[src/rtl/core/prp_pkg.sv]
// ----------------------------------------------------------------------------
// prp_pkg
// shared types, codes and defaults of the page replacement policy core
// ----------------------------------------------------------------------------
package prp_pkg;

  localparam int PAGE_W          = 8;
  localparam int TOTAL_W         = 32;
  localparam int POLICY_W        = 3;
  localparam int NFR_W           = 5;
  localparam int CFG_DATA_W      = 5;
  localparam int CFG_IDX_W       = 1;
  localparam int FRAMES_DEFAULT  = 16;
  localparam int COUNT_W_DEFAULT = 16;

  localparam logic [NFR_W-1:0] NUM_FRAMES_RESET = NFR_W'(3);

  // configuration register indexes
  localparam logic [CFG_IDX_W-1:0] CFG_POLICY     = 1'b0;
  localparam logic [CFG_IDX_W-1:0] CFG_NUM_FRAMES = 1'b1;

  typedef enum logic [POLICY_W-1:0] {
    POL_FIFO     = 3'd0,
    POL_LRU      = 3'd1,
    POL_LFU_FIFO = 3'd2,
    POL_MFU_FIFO = 3'd3,
    POL_LFU_LRU  = 3'd4,
    POL_MFU_LRU  = 3'd5
  } policy_t;

  // decoded policy behavior
  typedef struct packed {
    logic counting;
    logic moving;
    logic want_min;
    logic want_max;
  } mode_t;

  typedef enum logic [2:0] {
    ST_IDLE,
    ST_SCAN,
    ST_DECIDE,
    ST_SHIFT,
    ST_APPEND,
    ST_FINISH
  } state_t;

  function automatic mode_t decode_policy(logic [POLICY_W-1:0] code);
    mode_t m;
    m = '0;
    case (code)
      POL_LRU: begin
        m.moving = 1'b1;
      end
      POL_LFU_FIFO: begin
        m.counting = 1'b1;
        m.want_min = 1'b1;
      end
      POL_MFU_FIFO: begin
        m.counting = 1'b1;
        m.want_max = 1'b1;
      end
      POL_LFU_LRU: begin
        m.counting = 1'b1;
        m.moving   = 1'b1;
        m.want_min = 1'b1;
      end
      POL_MFU_LRU: begin
        m.counting = 1'b1;
        m.moving   = 1'b1;
        m.want_max = 1'b1;
      end
      default: begin
        m = '0;
      end
    endcase
    return m;
  endfunction

endpackage

[src/rtl/core/prp_frame_ram.sv]
// ----------------------------------------------------------------------------
// prp_frame_ram
// frame store: one write port, one read port with registered read data
// ----------------------------------------------------------------------------
module prp_frame_ram #(
  parameter int DEPTH = prp_pkg::FRAMES_DEFAULT,
  parameter int AW    = 4,
  parameter int DW    = 24
) (
  input  logic          clk,
  input  logic          we,
  input  logic [AW-1:0] waddr,
  input  logic [DW-1:0] wdata,
  input  logic [AW-1:0] raddr,
  output logic [DW-1:0] rdata
);

  logic [DW-1:0] mem [DEPTH];

  always_ff @(posedge clk) begin
    if (we) begin
      mem[waddr] <= wdata;
    end
  end

  always_ff @(posedge clk) begin
    rdata <= mem[raddr];
  end

endmodule

[src/rtl/core/prp_scan.sv]
// ----------------------------------------------------------------------------
// prp_scan
// match search and victim tracking over entries streamed from the store
// ----------------------------------------------------------------------------
module prp_scan #(
  parameter int IW = 4,
  parameter int CW = prp_pkg::COUNT_W_DEFAULT
) (
  input  logic                      clk,
  input  logic                      rst,
  input  logic                      start,
  input  logic                      eval,
  input  logic [IW-1:0]             idx,
  input  logic [prp_pkg::PAGE_W-1:0] rd_page,
  input  logic [CW-1:0]             rd_cnt,
  input  logic [prp_pkg::PAGE_W-1:0] page,
  input  prp_pkg::mode_t            mode,
  output logic                      hit,
  output logic [IW-1:0]             hit_pos,
  output logic [CW-1:0]             hit_cnt,
  output logic [IW-1:0]             sel_pos,
  output logic [prp_pkg::PAGE_W-1:0] sel_page
);

  logic [CW-1:0] sel_cnt;
  logic          match;
  logic          better;

  assign match  = !hit && (rd_page == page);
  assign better = (idx == '0)
               || (mode.want_min && (rd_cnt < sel_cnt))
               || (mode.want_max && (rd_cnt > sel_cnt));

  always_ff @(posedge clk) begin
    if (rst || start) begin
      hit <= 1'b0;
    end else if (eval && match) begin
      hit <= 1'b1;
    end
  end

  // first match and first extreme count win
  always_ff @(posedge clk) begin
    if (eval && match) begin
      hit_pos <= idx;
      hit_cnt <= rd_cnt;
    end
    if (eval && better) begin
      sel_pos  <= idx;
      sel_cnt  <= rd_cnt;
      sel_page <= rd_page;
    end
  end

endmodule

[src/rtl/core/page_replacement_policy_core.sv]
// ----------------------------------------------------------------------------
// page_replacement_policy_core
// page reference tracker with FIFO, LRU, LFU and MFU replacement
// ----------------------------------------------------------------------------
// Each request carries one page reference, checked against an ordered store
// of resident pages (oldest first) held in a single-port-read, single-port-
// write memory together with per-page use counts. The block works on one
// request at a time. A request streams the store past the match and victim
// logic and decides; then, when an entry is removed (LRU move or eviction),
// it compacts the store one entry per cycle through the memory port, writes
// the new entry and posts the result once the output register is free, and
// passes through idle before the next request is taken. The next request is
// taken while a result still waits at the output register. Configuration is
// to be written through cfg_en/cfg_index/cfg_data only while the block is
// idle; the block itself does not enforce this. Unused policy codes behave
// as FIFO and num_frames is clamped to 1..FRAMES.
// ----------------------------------------------------------------------------
module page_replacement_policy_core #(
  parameter int FRAMES  = prp_pkg::FRAMES_DEFAULT,
  parameter int COUNT_W = prp_pkg::COUNT_W_DEFAULT
) (
  input  logic                          clk,
  input  logic                          rst,
  // configuration port
  input  logic                          cfg_en,
  input  logic [prp_pkg::CFG_IDX_W-1:0]  cfg_index,
  input  logic [prp_pkg::CFG_DATA_W-1:0] cfg_data,
  // reference request
  input  logic                          in_valid,
  output logic                          in_ready,
  input  logic [prp_pkg::PAGE_W-1:0]     page,
  // result
  output logic                          out_valid,
  input  logic                          out_ready,
  output logic                          fault,
  output logic                          replaced,
  output logic [prp_pkg::PAGE_W-1:0]     victim_page,
  output logic [prp_pkg::TOTAL_W-1:0]    fault_total,
  output logic [prp_pkg::TOTAL_W-1:0]    replace_total
);

  // index, occupancy, limit and data widths
  localparam int IW = (FRAMES > 1) ? $clog2(FRAMES) : 1;
  localparam int OW = $clog2(FRAMES + 1);
  localparam int LW = (OW > prp_pkg::NFR_W) ? OW : prp_pkg::NFR_W;
  localparam int DW = prp_pkg::PAGE_W + COUNT_W;

  // configuration registers
  logic [prp_pkg::POLICY_W-1:0] policy;
  logic [prp_pkg::NFR_W-1:0]    num_frames;

  // control state
  prp_pkg::state_t state, state_next;
  logic [OW-1:0]   occ;
  logic [OW-1:0]   issue_idx;
  logic            pend;
  logic [OW-1:0]   pend_idx;

  // per-request payload
  logic [prp_pkg::PAGE_W-1:0] page_reg;
  prp_pkg::mode_t             mode;
  logic [IW-1:0]              fin_addr;
  logic [DW-1:0]              fin_data;
  logic                       res_fault;
  logic                       res_repl;
  logic [prp_pkg::PAGE_W-1:0] res_victim;

  // memory port
  logic          ram_we;
  logic [IW-1:0] ram_waddr;
  logic [DW-1:0] ram_wdata;
  logic [DW-1:0] ram_rdata;
  logic [OW-1:0] shift_dst;

  // scan results
  logic                       hit;
  logic [IW-1:0]              hit_pos;
  logic [COUNT_W-1:0]         hit_cnt;
  logic [IW-1:0]              sel_pos;
  logic [prp_pkg::PAGE_W-1:0] sel_page;

  // decision terms
  logic [LW-1:0]      limit;
  logic [LW-1:0]      nf_ext;
  logic               full;
  logic [COUNT_W-1:0] new_cnt;
  logic               accept;
  logic               scan_done;
  logic               out_free;

  assign accept    = in_valid && in_ready;
  assign scan_done = (issue_idx == occ) && !pend;
  assign out_free  = !out_valid || out_ready;

  // clamp the frame limit to 1..FRAMES
  assign nf_ext = LW'(num_frames);
  always_comb begin
    if (nf_ext == '0) begin
      limit = LW'(1);
    end else if (nf_ext > LW'(FRAMES)) begin
      limit = LW'(FRAMES);
    end else begin
      limit = nf_ext;
    end
  end

  assign full    = LW'(occ) >= limit;
  assign new_cnt = (mode.counting && (hit_cnt != '1)) ? hit_cnt + COUNT_W'(1) : hit_cnt;

  // configuration writes
  always_ff @(posedge clk) begin
    if (rst) begin
      policy     <= prp_pkg::POL_FIFO;
      num_frames <= prp_pkg::NUM_FRAMES_RESET;
    end else if (cfg_en) begin
      case (cfg_index)
        prp_pkg::CFG_POLICY: begin
          policy <= cfg_data[prp_pkg::POLICY_W-1:0];
        end
        prp_pkg::CFG_NUM_FRAMES: begin
          num_frames <= cfg_data[prp_pkg::NFR_W-1:0];
        end
        default: begin
        end
      endcase
    end
  end

  // state register
  always_ff @(posedge clk) begin
    if (rst) begin
      state <= prp_pkg::ST_IDLE;
    end else begin
      state <= state_next;
    end
  end

  // next state and handshake
  always_comb begin
    state_next = state;
    in_ready   = 1'b0;
    case (state)
      prp_pkg::ST_IDLE: begin
        in_ready = 1'b1;
        if (in_valid) begin
          state_next = prp_pkg::ST_SCAN;
        end
      end
      prp_pkg::ST_SCAN: begin
        if (scan_done) begin
          state_next = prp_pkg::ST_DECIDE;
        end
      end
      prp_pkg::ST_DECIDE: begin
        // a removal (lru move or eviction) needs compaction first
        if ((hit && mode.moving) || (!hit && full)) begin
          state_next = prp_pkg::ST_SHIFT;
        end else begin
          state_next = prp_pkg::ST_APPEND;
        end
      end
      prp_pkg::ST_SHIFT: begin
        if (scan_done) begin
          state_next = prp_pkg::ST_APPEND;
        end
      end
      prp_pkg::ST_APPEND: begin
        state_next = prp_pkg::ST_FINISH;
      end
      prp_pkg::ST_FINISH: begin
        if (out_free) begin
          state_next = prp_pkg::ST_IDLE;
        end
      end
      default: begin
        state_next = prp_pkg::ST_IDLE;
      end
    endcase
  end

  // read sequencing: one entry per cycle, data back in the following cycle
  always_ff @(posedge clk) begin
    if (rst) begin
      issue_idx <= '0;
      pend      <= 1'b0;
    end else begin
      case (state)
        prp_pkg::ST_IDLE: begin
          issue_idx <= '0;
          pend      <= 1'b0;
        end
        prp_pkg::ST_SCAN, prp_pkg::ST_SHIFT: begin
          if (issue_idx < occ) begin
            pend      <= 1'b1;
            issue_idx <= issue_idx + OW'(1);
          end else begin
            pend <= 1'b0;
          end
        end
        prp_pkg::ST_DECIDE: begin
          pend <= 1'b0;
          // compaction starts one past the removed entry
          if (hit) begin
            issue_idx <= OW'(hit_pos) + OW'(1);
          end else begin
            issue_idx <= OW'(sel_pos) + OW'(1);
          end
        end
        default: begin
          pend <= 1'b0;
        end
      endcase
    end
  end

  always_ff @(posedge clk) begin
    pend_idx <= issue_idx;
  end

  // occupancy
  always_ff @(posedge clk) begin
    if (rst) begin
      occ <= '0;
    end else if ((state == prp_pkg::ST_DECIDE) && !hit && !full) begin
      occ <= occ + OW'(1);
    end
  end

  // request payload and decision
  always_ff @(posedge clk) begin
    if (accept) begin
      page_reg   <= page;
      mode       <= prp_pkg::decode_policy(policy);
      res_fault  <= 1'b0;
      res_repl   <= 1'b0;
      res_victim <= '0;
    end
    if (state == prp_pkg::ST_DECIDE) begin
      if (hit) begin
        fin_data <= {page_reg, new_cnt};
        fin_addr <= mode.moving ? IW'(occ - OW'(1)) : hit_pos;
      end else begin
        res_fault <= 1'b1;
        fin_data  <= {page_reg, {COUNT_W{1'b0}}};
        if (full) begin
          res_repl   <= 1'b1;
          res_victim <= sel_page;
          fin_addr   <= IW'(occ - OW'(1));
        end else begin
          fin_addr <= occ[IW-1:0];
        end
      end
    end
  end

  // memory writes: compaction moves entry i+1 to i, then the new entry lands
  assign shift_dst = pend_idx - OW'(1);
  always_comb begin
    ram_we    = 1'b0;
    ram_waddr = fin_addr;
    ram_wdata = fin_data;
    if ((state == prp_pkg::ST_SHIFT) && pend) begin
      ram_we    = 1'b1;
      ram_waddr = shift_dst[IW-1:0];
      ram_wdata = ram_rdata;
    end else if (state == prp_pkg::ST_APPEND) begin
      ram_we = 1'b1;
    end
  end

  prp_frame_ram #(
    .DEPTH (FRAMES),
    .AW    (IW),
    .DW    (DW)
  ) u_ram (
    .clk   (clk),
    .we    (ram_we),
    .waddr (ram_waddr),
    .wdata (ram_wdata),
    .raddr (issue_idx[IW-1:0]),
    .rdata (ram_rdata)
  );

  prp_scan #(
    .IW (IW),
    .CW (COUNT_W)
  ) u_scan (
    .clk      (clk),
    .rst      (rst),
    .start    (accept),
    .eval     ((state == prp_pkg::ST_SCAN) && pend),
    .idx      (pend_idx[IW-1:0]),
    .rd_page  (ram_rdata[DW-1 -: prp_pkg::PAGE_W]),
    .rd_cnt   (ram_rdata[COUNT_W-1:0]),
    .page     (page_reg),
    .mode     (mode),
    .hit      (hit),
    .hit_pos  (hit_pos),
    .hit_cnt  (hit_cnt),
    .sel_pos  (sel_pos),
    .sel_page (sel_page)
  );

  // result register and saturating totals
  always_ff @(posedge clk) begin
    if (rst) begin
      out_valid     <= 1'b0;
      fault_total   <= '0;
      replace_total <= '0;
    end else if ((state == prp_pkg::ST_FINISH) && out_free) begin
      out_valid <= 1'b1;
      if (res_fault && (fault_total != '1)) begin
        fault_total <= fault_total + prp_pkg::TOTAL_W'(1);
      end
      if (res_repl && (replace_total != '1)) begin
        replace_total <= replace_total + prp_pkg::TOTAL_W'(1);
      end
    end else if (out_ready) begin
      out_valid <= 1'b0;
    end
  end

  always_ff @(posedge clk) begin
    if ((state == prp_pkg::ST_FINISH) && out_free) begin
      fault       <= res_fault;
      replaced    <= res_repl;
      victim_page <= res_victim;
    end
  end

  // the store never holds more than FRAMES pages
  assert property (@(posedge clk) disable iff (rst) occ <= OW'(FRAMES))
    else $error("occupancy above frame count");

  // an accepted request always starts a scan of the store
  assert property (@(posedge clk) disable iff (rst)
    (in_valid && in_ready) |=> (state == prp_pkg::ST_SCAN) && (issue_idx == '0))
    else $error("request not followed by scan");

  // an eviction only comes with a fault
  assert property (@(posedge clk) disable iff (rst)
    out_valid |-> (!replaced || fault))
    else $error("replacement without fault");

  // no victim reported without a replacement
  assert property (@(posedge clk) disable iff (rst)
    (out_valid && !replaced) |-> (victim_page == '0))
    else $error("victim page set without replacement");

endmodule

[config.mk]
export PLATFORM = sky130hd
export DESIGN_NAME = page_replacement_policy_core
export DESIGN_NICKNAME = d
export VERILOG_FILES = /design/src/rtl/core/prp_pkg.sv /design/src/rtl/core/prp_frame_ram.sv /design/src/rtl/core/prp_scan.sv /design/src/rtl/core/page_replacement_policy_core.sv
export SDC_FILE = /design/constraint.sdc
export NUM_CORES = 1
export LEC_CHECK = 0
export ABC_AREA = 1
export BUFFER_PORTS_ARGS = -buffer_cell sky130_fd_sc_hd__buf_2
export CORE_UTILIZATION = 25
export CTS_CLUSTER_DIAMETER = 50
export CTS_CLUSTER_SIZE = 16
export DETAILED_ROUTE_END_ITERATION = 7
export MAX_ROUTING_LAYER = met4
export SLEW_MARGIN = 40
export SYNTH_ARGS = -nofsm -noshare
export SYNTH_HDL_FRONTEND = slang
export SYNTH_SLANG_ARGS = --single-unit
export TNS_END_PERCENT = 20
[constraint.sdc]
create_clock -name clk -period 5.15 [get_ports clk]
set_input_delay 0.2575 -clock clk [delete_from_list [all_inputs] [get_ports clk]]
set_output_delay 0.2575 -clock clk [all_outputs]
set_load 0.1 [all_outputs]
Word-level counts from Yosys, hierarchy flattened. Memories as Yosys holds them, arrays and structs flattened. A register that Yosys moved wholly into a read port is not among the register bits. Cells that the tools add are included.

Output and inout bits: 76. RAM bits: 384. Word-level logic and storage cells: 150. Memories: 1. Bits of input ports: 19. Bits in registers: 200.

Order comparisons: 5. Eq/ne operators: 20. Bitwise gates (word level): 2. Add/subtract/negate cells: 9. Reduce and logical (&&, ||, !) cells: 43. Muxes and demuxes: 40.

Memory list: u_ram.mem (words 16, width 24, read ports 1, clocked after memory_dff 1, wr ports 1, line prp_frame_ram.sv:18) `logic [DW-1:0] mem [DEPTH];`.

Operators by type and width (count): adder 32 x 1 -> 32 bit, second input constant (2); != test 32 bit, second input constant (2); 2-to-1 mux 8 bit (4); 2-to-1 mux 24 bit (1); 2-to-1 mux 5 bit (4); 2-to-1 mux 1 bit (19); case mux 3 bit (6 select lines) (1); logical AND 1 bit (17); adder 16 x 1 -> 16 bit, second input constant (1); > comparator 16 bit (1); < comparator 16 bit (1); 2-to-1 mux 16 bit (1); 2-to-1 mux 4 bit (4); != test 16 bit, second input constant (1); 2-to-1 mux 3 bit (5); case mux 5 bit (3 select lines) (1); == test 3 x 2 -> 1 bit, second input constant (4); == test 3 bit, second input constant (4); adder 4 x 1 -> 5 bit, second input constant (2); adder 5 x 1 -> 5 bit, second input constant (2); != test 2 bit, second input constant (5); AND reduction 2 bit (5); == test 8 bit (1); OR reduction 2 bit (4); other kinds (17) (27).

Logic depth before layout (Yosys ltp). Gate-level depths: netlist of the first run.

Depth after elaboration: 8. Mapped depth: 14. Depth with buffers taken out: 14.

Hierarchy. From an unflattened synthesis of the first run, not the netlist that was laid out.

Cell total of the unflattened synthesis: 2915. Area total of the unflattened synthesis: 27488.9 um2.

By module, submodules not included: prp_frame_ram (seq. area each 12011.5 um2, area an instance 16951.3 um2, times used 1, cells each 1597); page_replacement_policy_core (seq. area each 3523.4 um2, area an instance 8496.9 um2, times used 1, cells each 1167); prp_scan (seq. area each 1461.4 um2, area an instance 2040.7 um2, times used 1, cells each 151).

Least setup slack after synthesis of the first run. OpenSTA, ideal clock, no wires.

Path type: register to register. Start point: reg state[2]. End point: reg res_victim[6] (netlist bit). Path buffers: 1. Setup slack: 2.325 ns. Setup time: 0.125 ns. Arrival time: 2.700 ns. Cell stages (with the launch flop): 8. Cell sequence: dfxtp_1 > inv_2 > nand2_1 > nor2_1 > nand3_1 > clkbuf_1 > nand3_1 > o21ai_0.

Cells in the longest elaborated chain, start to end: 7. Elaborated cells between the ends (all ways): 8. Classes of those cells: eq/ne (1); mux (5); reduce/logical (2).

RTL lines: start, declared (line page_replacement_policy_core.sv:53) `prp_pkg::state_t state, state_next;`; start signal, assigned (line page_replacement_policy_core.sv:132) `state <= prp_pkg::ST_IDLE;`; start signal, assigned (line page_replacement_policy_core.sv:134) `state <= state_next;`; zero test 3 bit (line page_replacement_policy_core.sv:142) `case (state)`; 2-to-1 mux 1 bit (line page_replacement_policy_core.sv:142); logical AND 1 bit (line page_replacement_policy_core.sv:91) `assign accept = in_valid && in_ready;`; 2-to-1 mux 8 bit (line page_replacement_policy_core.sv:231) `if (accept) begin`; 2-to-1 mux 8 bit (line page_replacement_policy_core.sv:245) `if (full) begin`; 2-to-1 mux 8 bit (line page_replacement_policy_core.sv:239) `if (hit) begin`; 2-to-1 mux 8 bit (*) (line page_replacement_policy_core.sv:238) `if (state == prp_pkg::ST_DECIDE) begin`; end signal, assigned (line page_replacement_policy_core.sv:247) `res_victim <= sel_page;`; end, declared (line page_replacement_policy_core.sv:66) `logic [prp_pkg::PAGE_W-1:0] res_victim;`.

Every way passes the cells marked *; elsewhere a longest branch is shown, timed or not. A chain may end at the register's enable or synchronous reset.

Final worst setup path of the first run.
Start point: reg state[0]. End point: mem u_ram.mem[14][18] (enable).

Cells in the longest elaborated chain, start to end: 5. Elaborated cells between the ends (all ways): 8. Classes of those cells: eq/ne (2); mux (5); reduce/logical (1).

RTL lines: == test 3 bit / == test 3 x 2 -> 1 bit (equally long branches) (line page_replacement_policy_core.sv:266, page_replacement_policy_core.sv:262); 2-to-1 mux 1 bit / logical AND 1 bit (equally long branches) (line page_replacement_policy_core.sv:266, page_replacement_policy_core.sv:262); 2-to-1 mux 1 bit (line page_replacement_policy_core.sv:262) `if ((state == prp_pkg::ST_SHIFT) && pend) begin`; 2-to-1 mux 1 bit (line prp_frame_ram.sv:21) `if (we) begin`; 2-to-1 mux 1 bit (not written as such) (line prp_frame_ram.sv:22) `mem[waddr] <= wdata;`; end, declared (line prp_frame_ram.sv:18).

Parallel ways exist; a longest one is shown, timed or not.

==> results.json, run 1 <==
{
  "synth_edf_count": 482,
  "n_antenna_cell": 0,
  "maxCapViolCount": 0,
  "fin_crit_sh_pct": 60.5,
  "grt_pass1_vias": 16900,
  "hold_viol": 0,
  "wl_mm": 66.2,
  "ant_nets": 0,
  "largest_register_ffs": 384,
  "path_cells": "inv_2, nor2_1, nand2_1, buf_4, o21ai_0, nand3_1, nor2_4",
  "area_delta_synth_final_pct": 17.5,
  "clock-sinks": 608,
  "synth.most_common_cell": "edfxtp_1",
  "design_power_total_uw": 12400,
  "fp.dieH_um": 325,
  "cts_max_level": 2,
  "synth-async-reset-ratio_pct": 0,
  "powerDensity_mw_per_mm2": 406,
  "p_leak_uw": 0.0104,
  "clock_path_buffers": 3,
  "yosysWarnings": 0,
  "drive_gt1_share_pct": 11.2,
  "worstPathRequired_ps": 5430,
  "ys_ff_latch": 608,
  "io_pins": 95,
  "ys.flop_type": "edfxtp_1",
  "routed_via_density": 4.55,
  "hold_path_class": "input pin to flip-flop",
  "cp_max_fo": 37,
  "initial_core_util_pct": 25.4,
  "dr.pass1.iters": 5,
  "critPathTopFamily": "simple AND/OR/NAND/NOR gates",
  "skew_ps": 58.1,
  "netlist_top_cells_count": "edfxtp_1, nand2_1, nor2_1",
  "start_kind": "flip-flop",
  "yosysTopAreaCell": "edfxtp_1",
  "holdWs_ps": 52.9,
  "core-area_sq_mm": 0.102,
  "avgSynthCellArea_sq_um": 10.9,
  "hold_buffers": 15,
  "max_slew.worst_pin.slew_ps": 865,
  "port_buffers": 94,
  "grt_overflow_total": 0,
  "rsz0062_at_grt": "no",
  "worstPathArrival_ps": 3390,
  "grt_pass1_wl_mm": 101,
  "yosysTopAreaCellShare_pct": 55.7,
  "max_freq_ghz": 0.321,
  "yosys-top-cells-area": "edfxtp_1, dfxtp_1, nand2_1",
  "drc": 0,
  "clk-insertion-delay-late_ps": 680,
  "grt_use_total_pct": 12.6,
  "drv_slew": 0,
  "ir_drop_uv": 303,
  "dp.cells": 3765,
  "crit_slowest_cell": "nor2_4",
  "routabilityCongestion": 0.877,
  "yosysSeqAreaShare_pct": 65.4,
  "die-width_um": 325,
  "dp_hpwl_mm": 42.7,
  "reg2reg_slack_ps": 2030,
  "path_buf_inv": 2,
  "largestRegisters": "u_ram.mem: 384 flops, fault_total: 32 flops, replace_total: 32 flops",
  "period_needed_ps": 3120,
  "placed_area_sq_mm": 0.0282,
  "cts.clk_slew.worst_paths_ps": 70,
  "cts_buffers": 60,
  "regMostFlops": "u_ram.mem",
  "antenna_found_initial": 1,
  "slew_headroom_pct": 42.2,
  "synth_nets": 2432,
  "cts_resized": 0,
  "finish.instance_area_sq_mm": 0.0306,
  "vias": 17800,
  "status": "complete, no violations",
  "endpoint_kind": "flip-flop",
  "synth.cell_area_sq_mm": 0.0260,
  "std_cell_rows": 117,
  "path_class": "flip-flop to flip-flop",
  "wl_per_cell_um": 17.0,
  "cpPeakStageDelay_ps": 760,
  "clk_root_buffer_cell": "clkbuf_16",
  "cts_tree": "yes",
  "nets": 2534,
  "finalSetupViolations": 0,
  "instances_no_fill": 3897,
  "synth.distinct_cells": 45,
  "grt_max_degree": 88,
  "synthCells": 2379,
  "tns_ps": 0,
  "dieArea_sq_mm": 0.105,
  "drtIter0Drc": 1443,
  "post_cts.repair.setup_buffers": 0
}
==> area by class of cell <==
cell class / instances / area (sq um)
Clock inverter: 41 / 526
Clock buffer: 69 / 1560
Inverter: 149 / 564
Multi-Input combinational cell: 1520 / 8120
Sequential cell: 608 / 17000
Tap cell: 1368 / 1710
Timing Repair Buffer: 142 / 1090
Fill cell: 10500 / 71900
==> cells in the final DEF (no fill, tap or decap), types with 5 or more instances in the layout <==
cell and instances:
nor2_4 22, inv_8 7, clkbuf_16 61, xor2_1 33, nor3_1 20, buf_16 7
nand3b_1 15, dlygate4sd3_1 15, clkinv_1 6, o211ai_1 41, nand4_1 20, nand3_1 103
o221ai_1 59, dfxtp_1 123, nand2_1 475, inv_6 9, nor2_2 5, bufinv_16 5
nand2_2 5, a21oi_1 94, buf_2 94, ha_1 34, clkinvlp_4 7, nor2_1 292
buf_4 19, xnor2_1 16, o22ai_1 18, o21ai_0 170, inv_2 5, inv_1 138
mux2i_1 74, edfxtp_1 482, clkbuf_1 7
==> final timing paths <==
| kind | startpoint | to | cells after the start |
|---|---|---|---|
| worst max-delay path | state[0] | u_ram.mem[14][18] | 7 |
| worst min-delay path | cfg_index | policy[2] | 4 |
| worst max register to register | state[0] | u_ram.mem[14][18] | 7 |
| worst min register to register | res_victim[3] | victim_page[3] | 0 |
==> stage by stage <==
stage	setup WS, ps	utilization, %
4_1_cts	2040	29.7
5_1_grt	1840	29.8
3_5_place_dp	2030	27.5
2_1_floorplan	2320	-
6_report	2030	29.8
3_3_place_gp	2080	27.4
==> logic make-up after synthesis <==
family | after synthesis | share of synthesized area, %
simple gates | 975 | 15.7
flops | 608 | 65.4
compound gates | 388 | 8.84
buf+inv | 251 | 4.00
mux | 74 | 2.85
xor+xnor | 49 | 1.65
fa+ha+maj | 34 | 1.64
==> routing by layer <==
| metal | wire length [um] | global-route usage (%) |
|---|---|---|
| met2 | 29900 | 19.2 |
| met1 | 30100 | 17.0 |
| met4 | 2190 | 4.58 |
| met5 | 0 | - |
| met3 | 4040 | 1.78 |
==> worst min-delay path: stages <==
cell	delay, ps
buf_2	110
nor2_1	70
inv_1	110
a21oi_1	80
==> where the power goes <==
group          total, uW  internal (uW)  switching (uW)  leakage, uW
Sequential          5850           5620             223      0.00538
Clock               4580           2500            2080     0.000993
Combinational       1990            588            1400      0.00402
Total              12400           8720            3710       0.0104
Power figures use the tool's default switching activity.
==> run 2, diff against run 1 <==
==> constraint.sdc (replaced) <==
create_clock -name clk -period 2.85 [get_ports clk]
set_input_delay 0.1425 -clock clk [delete_from_list [all_inputs] [get_ports clk]]
set_output_delay 0.1425 -clock clk [all_outputs]
set_load 0.1 [all_outputs]
==> results.json, run 2 (synthesized netlist as in run 1, its figures left out) <==
{
  "status": "complete, no violations",
  "cts_buffers": 60,
  "grt_max_degree": 72,
  "final_common_cell": "edfxtp_1",
  "grt_pass1_wl_mm": 103,
  "setup.worst_path.start": "state[2]",
  "final_cell_mix": "edfxtp_1, nand2_1, nor2_1, o21ai_0, inv_1",
  "maxCapViolCount": 0,
  "path_class": "flip-flop to flip-flop",
  "r2r_end": "u_ram.mem[15][7]",
  "slew_headroom_pct": 44.1,
  "max_freq_ghz": 0.385,
  "fin_crit_sh_pct": 91.2,
  "ant_nets": 0,
  "io_pins": 95,
  "r2r_cells": 9,
  "cts.clk_slew.worst_paths_ps": 70,
  "port_buffers": 94,
  "die-width_um": 325,
  "regMostFlops": "u_ram.mem",
  "wl_per_cell_um": 17.1,
  "period_needed_ps": 2600,
  "drc": 0,
  "clock_path_buffers": 3,
  "dieArea_sq_mm": 0.105,
  "initial_core_util_pct": 25.4,
  "finalSetupViolations": 0,
  "n_antenna_cell": 0,
  "core-area_sq_mm": 0.102,
  "p_leak_uw": 0.0106,
  "powerDensity_mw_per_mm2": 724,
  "rsz0062_at_grt": "no",
  "hold_viol": 0,
  "dp.cells": 3802,
  "cts_tree": "yes",
  "final.setup.worst_slack_ps": 252,
  "clk_root_buffer_cell": "clkbuf_16",
  "grt_overflow_total": 0,
  "nets": 2577,
  "cp_max_fo": 15,
  "drtIter0Drc": 1537,
  "wl_mm": 67.2,
  "drive_gt1_share_pct": 12.0,
  "largest_register_ffs": 384,
  "dp_hpwl_mm": 43.9,
  "max_slew.worst_pin.slew_ps": 839,
  "area_delta_synth_final_pct": 18.9,
  "clk-insertion-delay-late_ps": 670,
  "finish.instance_area_sq_mm": 0.0309,
  "r2r-start": "state[2]",
  "clock-sinks": 608,
  "tns_ps": 0,
  "instances_no_fill": 3936,
  "cts_max_level": 2,
  "worstPathRequired_ps": 3170,
  "worstPathArrival_ps": 2920,
  "grt_use_total_pct": 12.7,
  "routed_via_density": 4.58,
  "routabilityCongestion": 0.875,
  "largestRegisters": "u_ram.mem: 384 flops, fault_total: 32 flops, replace_total: 32 flops",
  "critPathCapture": "u_ram.mem[15][7]",
  "skew_ps": 72.6,
  "reg2reg_slack_ps": 250,
  "pre_cts_ws_ps": 212,
  "std_cell_rows": 117,
  "endpoint_kind": "flip-flop",
  "vias": 18000,
  "drv_slew": 0,
  "hold_path_class": "input pin to flip-flop",
  "grt_pass1_vias": 17000,
  "fp.dieH_um": 325,
  "ir_drop_uv": 575,
  "dr.pass1.iters": 6,
  "start_kind": "flip-flop",
  "placed_area_sq_mm": 0.0286,
  "antenna_found_initial": 1,
  "holdWs_ps": 142
}
[run 2: cell count changes in the layout (fill, tap and decap cells not counted), sizes merged]
cell	previous run	this run
clkbuf	70	67
clkinv	16	17
dlygate4sd3	15	26
clkinvlp	7	4
bufinv	5	2
inv	162	165
buf	126	159
[run 2: cell type report]
type,count,area (sq um)
Clock buffer,67,1530
Clock inverter,39,467
Fill cell,10500,71500
Inverter,149,564
Multi-Input combinational cell,1520,8110
Sequential cell,608,17000
Tap cell,1368,1710
Timing Repair Buffer,185,1550
[run 2: power by group]
group / leakage (uW) / internal [uW] / switching, uW
Sequential: 0.00538 / 10200 / 332
Clock: 0.000958 / 4220 / 3800
Combinational: 0.00424 / 1160 / 2710
[run 2: worst max-delay path, cell delays in order (launching register included)]
cell,delay (ps)
dfxtp_1,330
inv_2,60
nand2_1,100
nor2_1,180
nand2_1,200
o21ai_0,390
nand3_1,250
buf_4,240
nor2_4,300
buf_12,210
[run 2: what timing repair did]
action,in CTS,in global routing
endpoints found under the setup margin,0,14
buffers inserted,0,1
resized for setup,0,1
hold endpoints to repair,18,0
hold buffers,26,0
[run 2: how the worst min path moves through the flow]
stage	startpoint	to	slack, ps	cells past startpoint
2_1_floorplan	page[0]	page_reg[0]	240	0
3_3_place_gp	page[4]	page_reg[4]	320	1
3_5_place_dp	page[2]	page_reg[2]	320	1
4_1_cts	rst	fault_total[24]	110	4
5_1_grt	rst	fault_total[19]	170	3
6_report	rst	replace_total[17]	140	4
[run 2: layer usage]
layer  vias up  routed length, um  part of all wire, %  global-route usage [%]
li1       8640                  -                    -                       -
met1      8698              30600                   46                    17.2
met2       603              30100                   45                    19.3
met3        97               4840                  7.2                    2.42
met4         0               1660                  2.5                    3.80
met5         -                  0                    0                       -
[run 2: stage by stage]
step / utilization, % / total power (uW)
final: 30.2 / 22400
after CTS: 30.1 / 22500
after global placement: 27.9 / 14500
after detailed placement: 27.9 / 14500
after floorplan: - / 13100
after global routing: 30.2 / 23300
